==> src/sv/ots_ram.sv <==
// ----------------------------------------------------------------------------
// ots_ram
// Generic single write port, single read port RAM with registered read.
// ----------------------------------------------------------------------------
module ots_ram #(
    parameter int WIDTH = 8,
    parameter int DEPTH = 256
) (
    input  logic                     i_clk,
    input  logic                     i_we,
    input  logic [$clog2(DEPTH)-1:0] i_waddr,
    input  logic [WIDTH-1:0]         i_wdata,
    input  logic [$clog2(DEPTH)-1:0] i_raddr,
    output logic [WIDTH-1:0]         o_rdata
);

    logic [WIDTH-1:0] r_mem [DEPTH];
    logic [WIDTH-1:0] r_rdata;

    always_ff @(posedge i_clk) begin
        if (i_we) begin
            r_mem[i_waddr] <= i_wdata;
        end
        r_rdata <= r_mem[i_raddr];
    end

    assign o_rdata = r_rdata;

endmodule

==> config.mk <==
export PLATFORM = sky130hd
export DESIGN_NAME = ots_ram
export DESIGN_NICKNAME = d
export VERILOG_FILES = /design/src/sv/ots_ram.sv
export SDC_FILE = /design/constraint.sdc
export NUM_CORES = 2
export LEC_CHECK = 0
export BUFFER_PORTS_ARGS = -buffer_cell sky130_fd_sc_hd__buf_2
export CAP_MARGIN = 10
export CORE_MARGIN = 2
export CORE_UTILIZATION = 55
export DETAILED_ROUTE_END_ITERATION = 16
export GPL_TIMING_DRIVEN = 0
export PLACE_DENSITY = 0.76
export SLEW_MARGIN = 20
export SYNTH_ARGS = -nofsm -noshare
export SYNTH_HDL_FRONTEND = slang
export SYNTH_SLANG_ARGS = --single-unit
==> constraint.sdc <==
create_clock -name i_clk -period 2.9 [get_ports i_clk]
set_clock_uncertainty 0.2 [all_clocks]
set_input_delay 0.145 -clock i_clk [delete_from_list [all_inputs] [get_ports i_clk]]
set_output_delay 0.145 -clock i_clk [all_outputs]
set_load 0.02 [all_outputs]
Word-level counts from Yosys, hierarchy flattened. Memory sizes are Yosys's and may differ from the RTL's. A register that Yosys moved wholly into a read port is not among the register bits. Cells that the tools add are included.

Mux-type cells: 2.

Operators by type and width (number): $mux 1 (2).

Output and inout port bits: 8. Logic and storage cells: 3. Flip-flop bits (word level): 0. Bits in writable memories: 2048. Memories: 1. Input port bits: 26.

Memory list: r_mem (words 256, width 8, rd ports 1, clocked after memory_dff 1, write ports 1, line 17) `logic [WIDTH-1:0] r_mem [DEPTH];`.

Longest topological paths before layout.
Word-level depth: 2. Depth in mapped cells: 11.

Least setup slack after synthesis. No wires, ideal clock.

Path kind: input -> register. Start: in i_raddr[0]. End: reg r_rdata[2] (netlist: o_rdata[2]), read port of r_mem. Stages on the path: 9. Setup time: 0.131 ns. Arrival: 1.952 ns. Slack: 0.617 ns. Cell sequence: buf_6 -> buf_12 -> buf_8 -> buf_2 -> mux4_2 -> a22oi_1 -> a21oi_1 -> nor4_1 -> nor4_2.

RTL lines: start, declared (line 13) `input logic [$clog2(DEPTH)-1:0] i_raddr,`; end, declared (line 18) `logic [WIDTH-1:0] r_rdata;`.

Worst setup path after layout.
Start: in i_waddr[3]. End: mem r_mem[35][7], enable pin.

RTL lines: start, declared (line 11) `input logic [$clog2(DEPTH)-1:0] i_waddr,`; end, declared (line 17).

Straight into the memory's write port.

==> results.cfg <==
[critical_path]
critPathSlowestCell = nand4_1
crit_type = primary input to flip-flop
required_ns = 3.15
cp-start-kind = primary input
crit_path_end_kind = flip-flop
path_delay_family = simple AND/OR/NAND/NOR gates
crit_chain = clkbuf_1 > nor2_1 > nand4_1 > clkbuf_2 > buf_12 > nor2_1
cp_max_fo = 10
arrival_ns = 3.44
cp_num_buf_inv = 3
reg2regPathDepth = 7
path_depth = 6
slowest_delay_ns = 0.85
crit_top_cell = nor2_1

[logic_synthesis]
muxShareOfSynthArea = 0.146
synth-edff-count = 2048
ys_types = 55
synth_seq_cells = 2056
synth-simple-area-share = 0.0263
synthArstFlopShare = 0
synth_fp_nets = 3759
synth_area_leaders = edfxtp_1, mux4_2, mux2i_1
yosys.area.top_type = edfxtp_1
synth_seq_area_share = 0.775
netlist.area_leader.share = 0.773
synth_top_family_by_area = multiplexers
syn_area_um2 = 79600
synth_ff_type = edfxtp_1
synthXorXnorAreaFrac = 0
postSynthAreaPerCell_um2 = 21.3
synth-compound-area-share = 0.0342
ys_warn_count = 0
netlist_instances = 3733
synth_fa_ha_area_frac = 0

[route]
first_pass_iters = 10
viasPerCell = 7.11
num_vias = 43100
drc = 0
drt_wl_total_mm = 234
postRouteAntennaNets = 0
drt-initial-drc-count = 8650
routedWlPerCell_um = 38.6

[floorplanning]
ios = 34
die_h_um = 384
die_w_um = 384
initial_core_util = 0.554
die_area_um2 = 148000
rows = 139
coreArea_um2 = 144000

[finish]
nets = 4017
syn_to_final_growth_pct = 12.9
final_area_um2 = 89800
layout-drive-gt1-share = 0.253

[cts]
clkSlewWorstSetupHoldPaths_ns = 0.06
clk_latency_ns = 0.86
h-tree-depth = 4
cts_root_buf = clkbuf_16
cts_made_buffers = 193
clock_path_buffers = 3
cts.sink_count = 2056
cts_tree = done

[hold_path]
holdCritPathClass = primary input to flip-flop
min_delay_path_depth = 3

[grt]
grt_max_degree = 145
antenna_found_initial = 21
grtUsageTotal = 0.318
grt_pass1_vias = 41400
grt.overflow.total = 0
grt_pass1_wl_mm = 321

[place]
port_buffers = 26
pre_cts_ws_ns = -1.89
gp_congestion = 1.01
hpwl_mm = 153
postPlaceCellArea_um2 = 82800

[sta]
min_period_ns = 3.19
rsz0062_at_grt = true
finalSetupViolCount = 598
relSlewSlack = 0.184
worst_pin_slew_ns = 1.22
hold_viol = 0
fmax_mhz = 314
finalWorstSetupSlack_ns = -0.286
slew_violations = 0
fin_crit_sh = 1.10

[run_status]
status = finished with violations
violations = setup timing

[job]
drv_cap = 0

[pwr]
p_total_w = 0.0617
power.density_nw_per_um2 = 687
leakagePower_nw = 27.7
vdd_drop_max_mv = 0.722
## per-stage QoR
step / std cells / hold WS (ns) / TNS (ns) / utilization
final: 6067 / 0.0258 / -51.28 / 0.625
after global routing: 6059 / 0.00920 / -4.62 / 0.625
after CTS: 6059 / 0.000551 / 0 / 0.623
after detailed placement: 5684 / 0.239 / -703.28 / 0.576
after global placement: 5662 / 0.366 / -3985.61 / 0.571
after floorplan: 3733 / 0.0439 / 0 / -
## synthesized netlist by cell type, drive strengths merged, types with 2 or more instances
library cell	count
o211ai	10
mux4	456
o22a	5
nand2b	8
nand2	33
a21oi	96
and3b	2
dfxtp	8
a22o	8
nor3	22
o32ai	5
and2	6
a211oi	16
buf	122
a22oi	133
a2111oi	5
o21ai	12
clkbuf	111
o221ai	47
nand4	10
nor4	27
a221oi	14
nand3	34
nor2b	31
nand3b	2
o22ai	28
nor2	282
mux2i	134
a31oi	2
edfxtp	2048
or2	4
a311oi	2
## flip-flops by register name, indices dropped and copies added (netlist names)
| signal | cells |
|---|---|
| o_rdata | 8 |
| r_mem | 2048 |
## final cells by class
cell class | count | area, µm²
multi-input cells | 1442 | 17000
fillers | 9316 | 53800
repair buffers | 64 | 921
well taps | 1903 | 2380
plain buffers | 232 | 1560
flip-flops and latches | 2056 | 61700
diodes | 9 | 22.5
clock inverters | 125 | 1220
inverters | 2 | 7.51
clock buffers | 234 | 5000
## logic make-up (layout without fill, tap and decap cells)
| group | after synthesis | count (layout) |
|---|---|---|
| simple gates | 466 | 466 |
| buf+inv | 235 | 657 |
| other cells | 0 | 9 |
| flops | 2056 | 2056 |
| compound gates | 385 | 385 |
| mux | 591 | 591 |
## worst register-to-register path: stages, from the launching register on
cell,delay [ns]
edfxtp_1,0.38
mux4_2,0.50
a22o_1,0.29
a221oi_2,0.20
buf_4,0.26
o32ai_1,0.20
nor3_1,0.56
nor4_4,0.18
## where the power goes
part	switching [W]	internal [W]
Clock	0.0112	0.0140
Combinational	0.00255	0.00114
Sequential	0.0000229	0.0328
## final timing paths
| path | slack, ns | endpoint | from |
|---|---|---|---|
| worst min-delay path | 0.03 | r_mem[117][7] | i_waddr[5] |
| worst min register to register | 1.17 | o_rdata[2] | r_mem[78][2] |
| worst max register to register | -0.01 | o_rdata[5] | r_mem[82][5] |
| worst max-delay path | -0.29 | r_mem[35][7] | i_waddr[3] |
## routing by layer
metal  part of all wire  GRT usage  vias to the layer above
met5             0.0013    0.00910                        -
met4              0.068      0.184                       16
met2               0.44      0.457                     4084
li1                   -          -                    16200
met3               0.16      0.118                      793
met1               0.33      0.418                    22000
## what timing repair did
action,CTS,global route
resized for setup,77,98
hold buffers,16,0
setup buffers,0,0
endpoints found under the hold margin,1618,0
setup endpoints to repair,8,303
pin swaps,1,3
## cell usage in the layout (no fill, tap or decap), types with 16 or more instances in the layout
cell type / count
clkbuf_16: 194
nor2b_1: 30
nor2_2: 54
o22ai_1: 28
nor4_4: 16
buf_2: 56
nand2_1: 33
clkbuf_2: 54
nor2_1: 227
edfxtp_1: 2048
buf_8: 21
o221ai_1: 46
a21oi_1: 81
mux4_2: 454
bufinv_16: 19
buf_16: 18
clkbuf_1: 94
nor3_1: 17
buf_6: 21
a22oi_1: 133
buf_4: 33
nand3_1: 34
dlygate4sd3_1: 16
clkinv_1: 55
clkinv_2: 33
mux2i_1: 134
(Power assumes the default switching activity.)
