==> config.mk <==
export PLATFORM = sky130hd
export DESIGN_NAME = ots_sermul
export DESIGN_NICKNAME = d
export VERILOG_FILES = /design/src/sv/ots_pkg.sv /design/src/sv/ots_sermul.sv
export SDC_FILE = /design/constraint.sdc
export NUM_CORES = 1
export LEC_CHECK = 0
export BUFFER_PORTS_ARGS = -buffer_cell sky130_fd_sc_hd__buf_4
export CAP_MARGIN = 20
export CORE_ASPECT_RATIO = 1.4
export CORE_MARGIN = 8
export CORE_UTILIZATION = 35
export DETAILED_ROUTE_END_ITERATION = 12
export SYNTH_ARGS = -nofsm -noshare
export SYNTH_HDL_FRONTEND = slang
export SYNTH_SLANG_ARGS = --single-unit
==> constraint.sdc <==
create_clock -name i_clk -period 16.6 [get_ports i_clk]
set_input_delay 2.49 -clock i_clk [delete_from_list [all_inputs] [get_ports i_clk]]
set_output_delay 2.49 -clock i_clk [all_outputs]
set_load 0.01 [all_outputs]
==> src/sv/ots_pkg.sv <==
// ----------------------------------------------------------------------------
// ots_pkg
// Shared widths, constants and state types for the otsu threshold selector.
// ----------------------------------------------------------------------------
package ots_pkg;

    localparam int NumBins    = 256;
    localparam int BinAw      = 8;
    localparam int CntW       = 21;
    localparam int SumW       = 29;
    localparam int LimW       = 9;
    localparam int LimitReset = 150;
    localparam int LimitMin   = 2;
    localparam int LimitMax   = 256;
    localparam int MaxPixels  = 1048576;

    // difference of cross products, class product, square, full product
    localparam int DW     = CntW + SumW;
    localparam int PW     = 2 * CntW;
    localparam int SqW    = 2 * DW;
    localparam int ProdW  = SqW + DW;
    localparam int StepW  = $clog2(DW);

    localparam int CfgAw  = 3;
    localparam logic RegSearchLimit = 1'b0;

    typedef enum logic [3:0] {
        ST_IDLE,
        ST_DRAIN,
        ST_RD,
        ST_ACC,
        ST_PA,
        ST_PB,
        ST_PP,
        ST_DIFF,
        ST_MS,
        ST_MW,
        ST_CMP,
        ST_DONE
    } t_state;

    typedef enum logic [1:0] {
        PH_SQ,
        PH_LHS,
        PH_RHS
    } t_phase;

endpackage

==> src/sv/ots_sermul.sv <==
// ----------------------------------------------------------------------------
// ots_sermul
// Shift-add multiplier, one multiplier bit per cycle, for the score compare.
// ----------------------------------------------------------------------------
module ots_sermul import ots_pkg::*; (
    input  logic             i_clk,
    input  logic             i_rst_n,
    input  logic             i_start,
    input  logic [SqW-1:0]   i_mcand,
    input  logic [DW-1:0]    i_mplier,
    output logic             o_done,
    output logic [ProdW-1:0] o_product
);

    logic             r_busy;
    logic             r_done;
    logic [StepW-1:0] r_cnt;
    logic [ProdW-1:0] r_mc;
    logic [DW-1:0]    r_mp;
    logic [ProdW-1:0] r_acc;

    always_ff @(posedge i_clk) begin
        if (!i_rst_n) begin
            r_busy <= 1'b0;
            r_done <= 1'b0;
        end else begin
            r_done <= 1'b0;
            if (i_start) begin
                r_busy <= 1'b1;
                r_cnt  <= StepW'(DW - 1);
                r_mc   <= {{DW{1'b0}}, i_mcand};
                r_mp   <= i_mplier;
                r_acc  <= '0;
            end else if (r_busy) begin
                if (r_mp[0]) begin
                    r_acc <= r_acc + r_mc;
                end
                r_mc  <= {r_mc[ProdW-2:0], 1'b0};
                r_mp  <= {1'b0, r_mp[DW-1:1]};
                r_cnt <= r_cnt - StepW'(1);
                if (r_cnt == '0) begin
                    r_busy <= 1'b0;
                    r_done <= 1'b1;
                end
            end
        end
    end

    assign o_done    = r_done;
    assign o_product = r_acc;

endmodule

Word level (Yosys, flattened, before mapping)
Index checks and enable logic that the tools add are counted.
{ "op_classes": {"n_addsub": 2, "bitwise_logic": 2, "reduce_logical": 6, "muxes": 11} }
{ "op_table": {"columns": ["operator", "n"], "rows": [
  ["$mux W150", 3],
  ["$add A150 B150 Y150", 1],
  ["$mux W100", 1],
  ["$mux W50", 2],
  ["$logic_not A6 Y1", 1],
  ["$mux W6", 1],
  ["$sub A6 B1 Y6 const B", 1],
  ["$mux W1", 4],
  ["$reduce_bool A2 Y1", 2],
  ["$reduce_and A3 Y1", 1],
  ["$reduce_or A3 Y1", 1],
  ["$not A1 Y1", 2],
  ["$reduce_and A2 Y1", 1]
]} }
{ "word_totals": {"regBits": 358, "word_cells": 28} }

Logic depth before layout (Yosys ltp)
{ "logic_depth": {"ltp_word": 4, "mapped_depth": 15, "mapped_depth_nobuf": 15} }

Worst setup path after synthesis
OpenSTA, ideal clock, no wires.
{ "synth_timing": {"kind": "input to register", "from": "input port i_start", "to": "register r_acc[0], in the netlist o_product[0], enable pin", "path_slack_ns": 5.950, "setup_time_ns": 0.679, "stages": 5, "arrival_time_ns": 9.971, "path_cell_list": "clkbuf_1 > clkbuf_1 > buf_1 > a21oi_1 > nor2b_1"} }
{ "synth_via": {"elab_chain_len": 2} }
{ "synth_rtl": {"columns": ["item", "line_no", "source"], "rows": [
  ["from (decl)", "ots_sermul.sv:8", "input logic i_start,"],
  ["$reduce_bool A2 Y1 (no line)", null, null],
  ["$reduce_and A3 Y1 (no line) *", null, null],
  ["to (signal assigned)", "ots_sermul.sv:36", "r_acc <= r_acc + r_mc;"],
  ["to (decl)", "ots_sermul.sv:20", "logic [ProdW-1:0] r_acc;"]
]} }
Mark *: on every way between the ends. The rest lies on a longest branch, timed or not.
A chain may end at the register's enable or synchronous reset.

Final worst setup path
{ "layout_timing": {"from": "input port i_start", "to": "register r_mc[64], enable pin"} }
{ "layout_via": {"elab_chain_len": 2} }
{ "layout_rtl": {"columns": ["item", "line_no", "source"], "rows": [
  ["$reduce_bool A2 Y1 (no line)", null, null],
  ["$reduce_and A2 Y1 (no line)", null, null],
  ["to (signal assigned)", "ots_sermul.sv:31", "r_mc <= {{DW{1'b0}}, i_mcand};"],
  ["to (signal assigned)", "ots_sermul.sv:38", "r_mc <= {r_mc[ProdW-2:0], 1'b0};"],
  ["to (decl)", "ots_sermul.sv:18", "logic [ProdW-1:0] r_mc;"]
]} }
No other way between the ends.

==> metrics.txt <==
CTS clk-pin slew, worst paths=0.06 ns; area leader, netlist=edfxtp_1; Post-CTS Setup Bufs=0; WS Path Type=input port to flop; Worst Skew=0.0320 ns; Detailed Place HPWL=63400 um; Initial Utilization=35.2%; asr flop ratio synth=0%; Layout area overhead=18.5%; Synth warnings=0; R2R cell count=15; WP buf/inv=3; flip-flop and latch count after synthesis=358; htree depth=2; CP Launch Point=i_start; placed cells=3582; Final Setup Violations=0; CP max stage cell=buf_4; Final #Nets=3004; largest net degree at the start of global routing=175; GRT Util Overall=19.9%; Resized Gates After CTS=0; max-slew violation count=0; Clock power frac=32.2%; dominant synthesized flop cell=edfxtp_1; Post-DRT Antenna Nets=0; routability congestion estimate=0.973; Startpoint Class=input port; P_sw=990 uW; CTS tree=built; CP Depth=4; Die Wd=238 um; share of cells above drive strength 1=20.7%; RSZ-0062 raised after global routing=no; VDD IR-drop max=0.0844 mV; Slew headroom=31.0%; most used cell along the critical path=buf_4; antenna violations before repair=2; Post-CTS Hold Fix Bufs=0; max-cap violations=0; setup TNS=0 ns; Rows=114; Max Clk Rate=0.194 GHz; critical register-to-register path startpoint=o_product[0]; non-filler instance count after layout=3660; Initial DRT Pass Iterations=5; most frequent cell after synthesis=edfxtp_1; synth cell count leaders=edfxtp_1 (356), nor2_1 (300), a21oi_1 (254); delay-heaviest family, CP=buffers and inverters; Worst Path Required=16.79 ns; CP Max Fanout=137; reg2reg end=o_product[146]; combinational share of power=29.3%; EDFF count, synth=356; outcome=finished clean; grt ovf=0; Power Total=2.97 mW; IO Port Bufs=303; vias in the first global route=21000; switching portion of total power=33.3%; clock sinks=358; Worst Hold Class=flop to flop; DR WL/cell=21.9 um; Power Density=103 nW/um^2; critical path cell sequence=buf_8, o21a_4, buf_4, buf_4; TritonCTS buffer count=43; reg-to-reg slack, setup=11.47 ns; DRC Markers=0; die height=327 um; critical path arrival=5.34 ns; CTS root buf=clkbuf_16; Post-Syn Instances=2461; post-synthesis cell area=24300 um^2; syn_nets=2766; P_leak=11.0 nW; Cell Int Power=1.98 mW; Worst setup endpoint=r_mc[64]; Vias=20100; die area=78100 um^2; Crit. End Element=flop; first-pass GRT wire length=123000 um; IO Count=304; Routed WL=80200 um; post-synthesis sequential area ratio=44.2%; Flop pwr share=38.5%; Synth top area share=44.1%; Mapped Avg Cell Area=9.85 um^2; Via density=5.49; Synth cell types=78; Worst-Skew Late Latency=0.59 ns; period utilization=31.1%; Final min period=5.15 ns; total core area=68900 um^2; Clock Tree Buf Depth=3; final hold viol count=0; Area contributors post-synth=edfxtp_1 (44%), ha_1 (7.8%), mux2_2 (6.9%); max incr delay on CP=0.77 ns; Slew @ Worst Pin=1.01 ns; starting DRC count in detailed routing=1226; Fill cells=6746
-- routing by layer --
| layer | vias up | track usage (%) | part of all wire (%) |
|---|---|---|---|
| li1 | 9592 | - | - |
| met1 | 9751 | 21.8 | 38 |
| met2 | 566 | 36.9 | 52 |
| met3 | 165 | 4.13 | 5.8 |
| met4 | 2 | 8.09 | 4.2 |
| met5 | - | 0 | 0.015 |
-- layout by cell type (no fill, tap or decap), types with 54 or more instances in the layout --
cell type and count:
a21o_1 76, o21ai_0 145, a21oi_1 254, nand2_1 199, xor2_1 54, mux2_2 148, ha_1 151, xnor2_1 87
nand4_1 76, nor2b_1 66, buf_4 310, edfxtp_1 356, inv_1 60, nor2_1 300
-- cell type report --
class                   instances  area (um^2)  area share [%]
multi-input cells            1923        12800            44.7
flip-flops and latches        358        10700            37.4
repair buffers                313         2380            8.29
well taps                     928         1160            4.04
clock buffers                  47         1090            3.80
clock inverters                30          300            1.05
inverters                      60          225           0.784
diodes                          1         2.50         0.00871
-- worst min-delay path by stage --
stage	startpoint	to	cells after the start
2_1_floorplan	r_busy	o_done	1
3_3_place_gp	r_busy	o_done	1
3_5_place_dp	r_busy	o_done	1
4_1_cts	r_busy	o_done	1
5_1_grt	r_busy	o_done	1
6_report	r_busy	o_done	1
-- registers in the layout, indices dropped and copies added, names as in the netlist --
register / cells
r_cnt: 6
r_mp: 50
r_busy: 1
r_mc: 150
o_product: 150
o_done: 1
-- cell families (layout without fill, tap and decap cells) --
kind of cell,count (synthesis),count (layout),synth area share [%]
flops,358,358,44.2
xor+xnor,141,141,5.09
simple gates,795,795,15.2
fa+ha+maj,152,152,7.87
buf+inv,180,450,2.88
mux,149,149,6.91
compound gates,686,686,17.8
other cells,0,1,0
-- through the flow --
step / setup slack (ns) / instance area [um^2] / util (%) / hold WS [ns]
6_report: 11.45 / 28700 / 41.7 / 0.527
5_1_grt: 11.15 / 28700 / 41.7 / 0.552
4_1_cts: 11.34 / 28700 / 41.7 / 0.524
3_5_place_dp: 10.76 / 27300 / 39.7 / 0.516
3_3_place_gp: 10.86 / 27300 / 39.6 / 0.526
2_1_floorplan: 5.95 / 24300 / - / 0.475
-- power by group through the flow --
stage               clock network, mW  registers, mW  logic, mW
finish                          0.955           1.14      0.871
global route                     1.01           1.15      0.954
CTS                             0.987           1.15      0.870
detailed placement                  0           1.16      0.864
global placement                    0           1.16      0.861
floorplan                           0           1.17      0.568
Power figures use the tool's default switching activity.
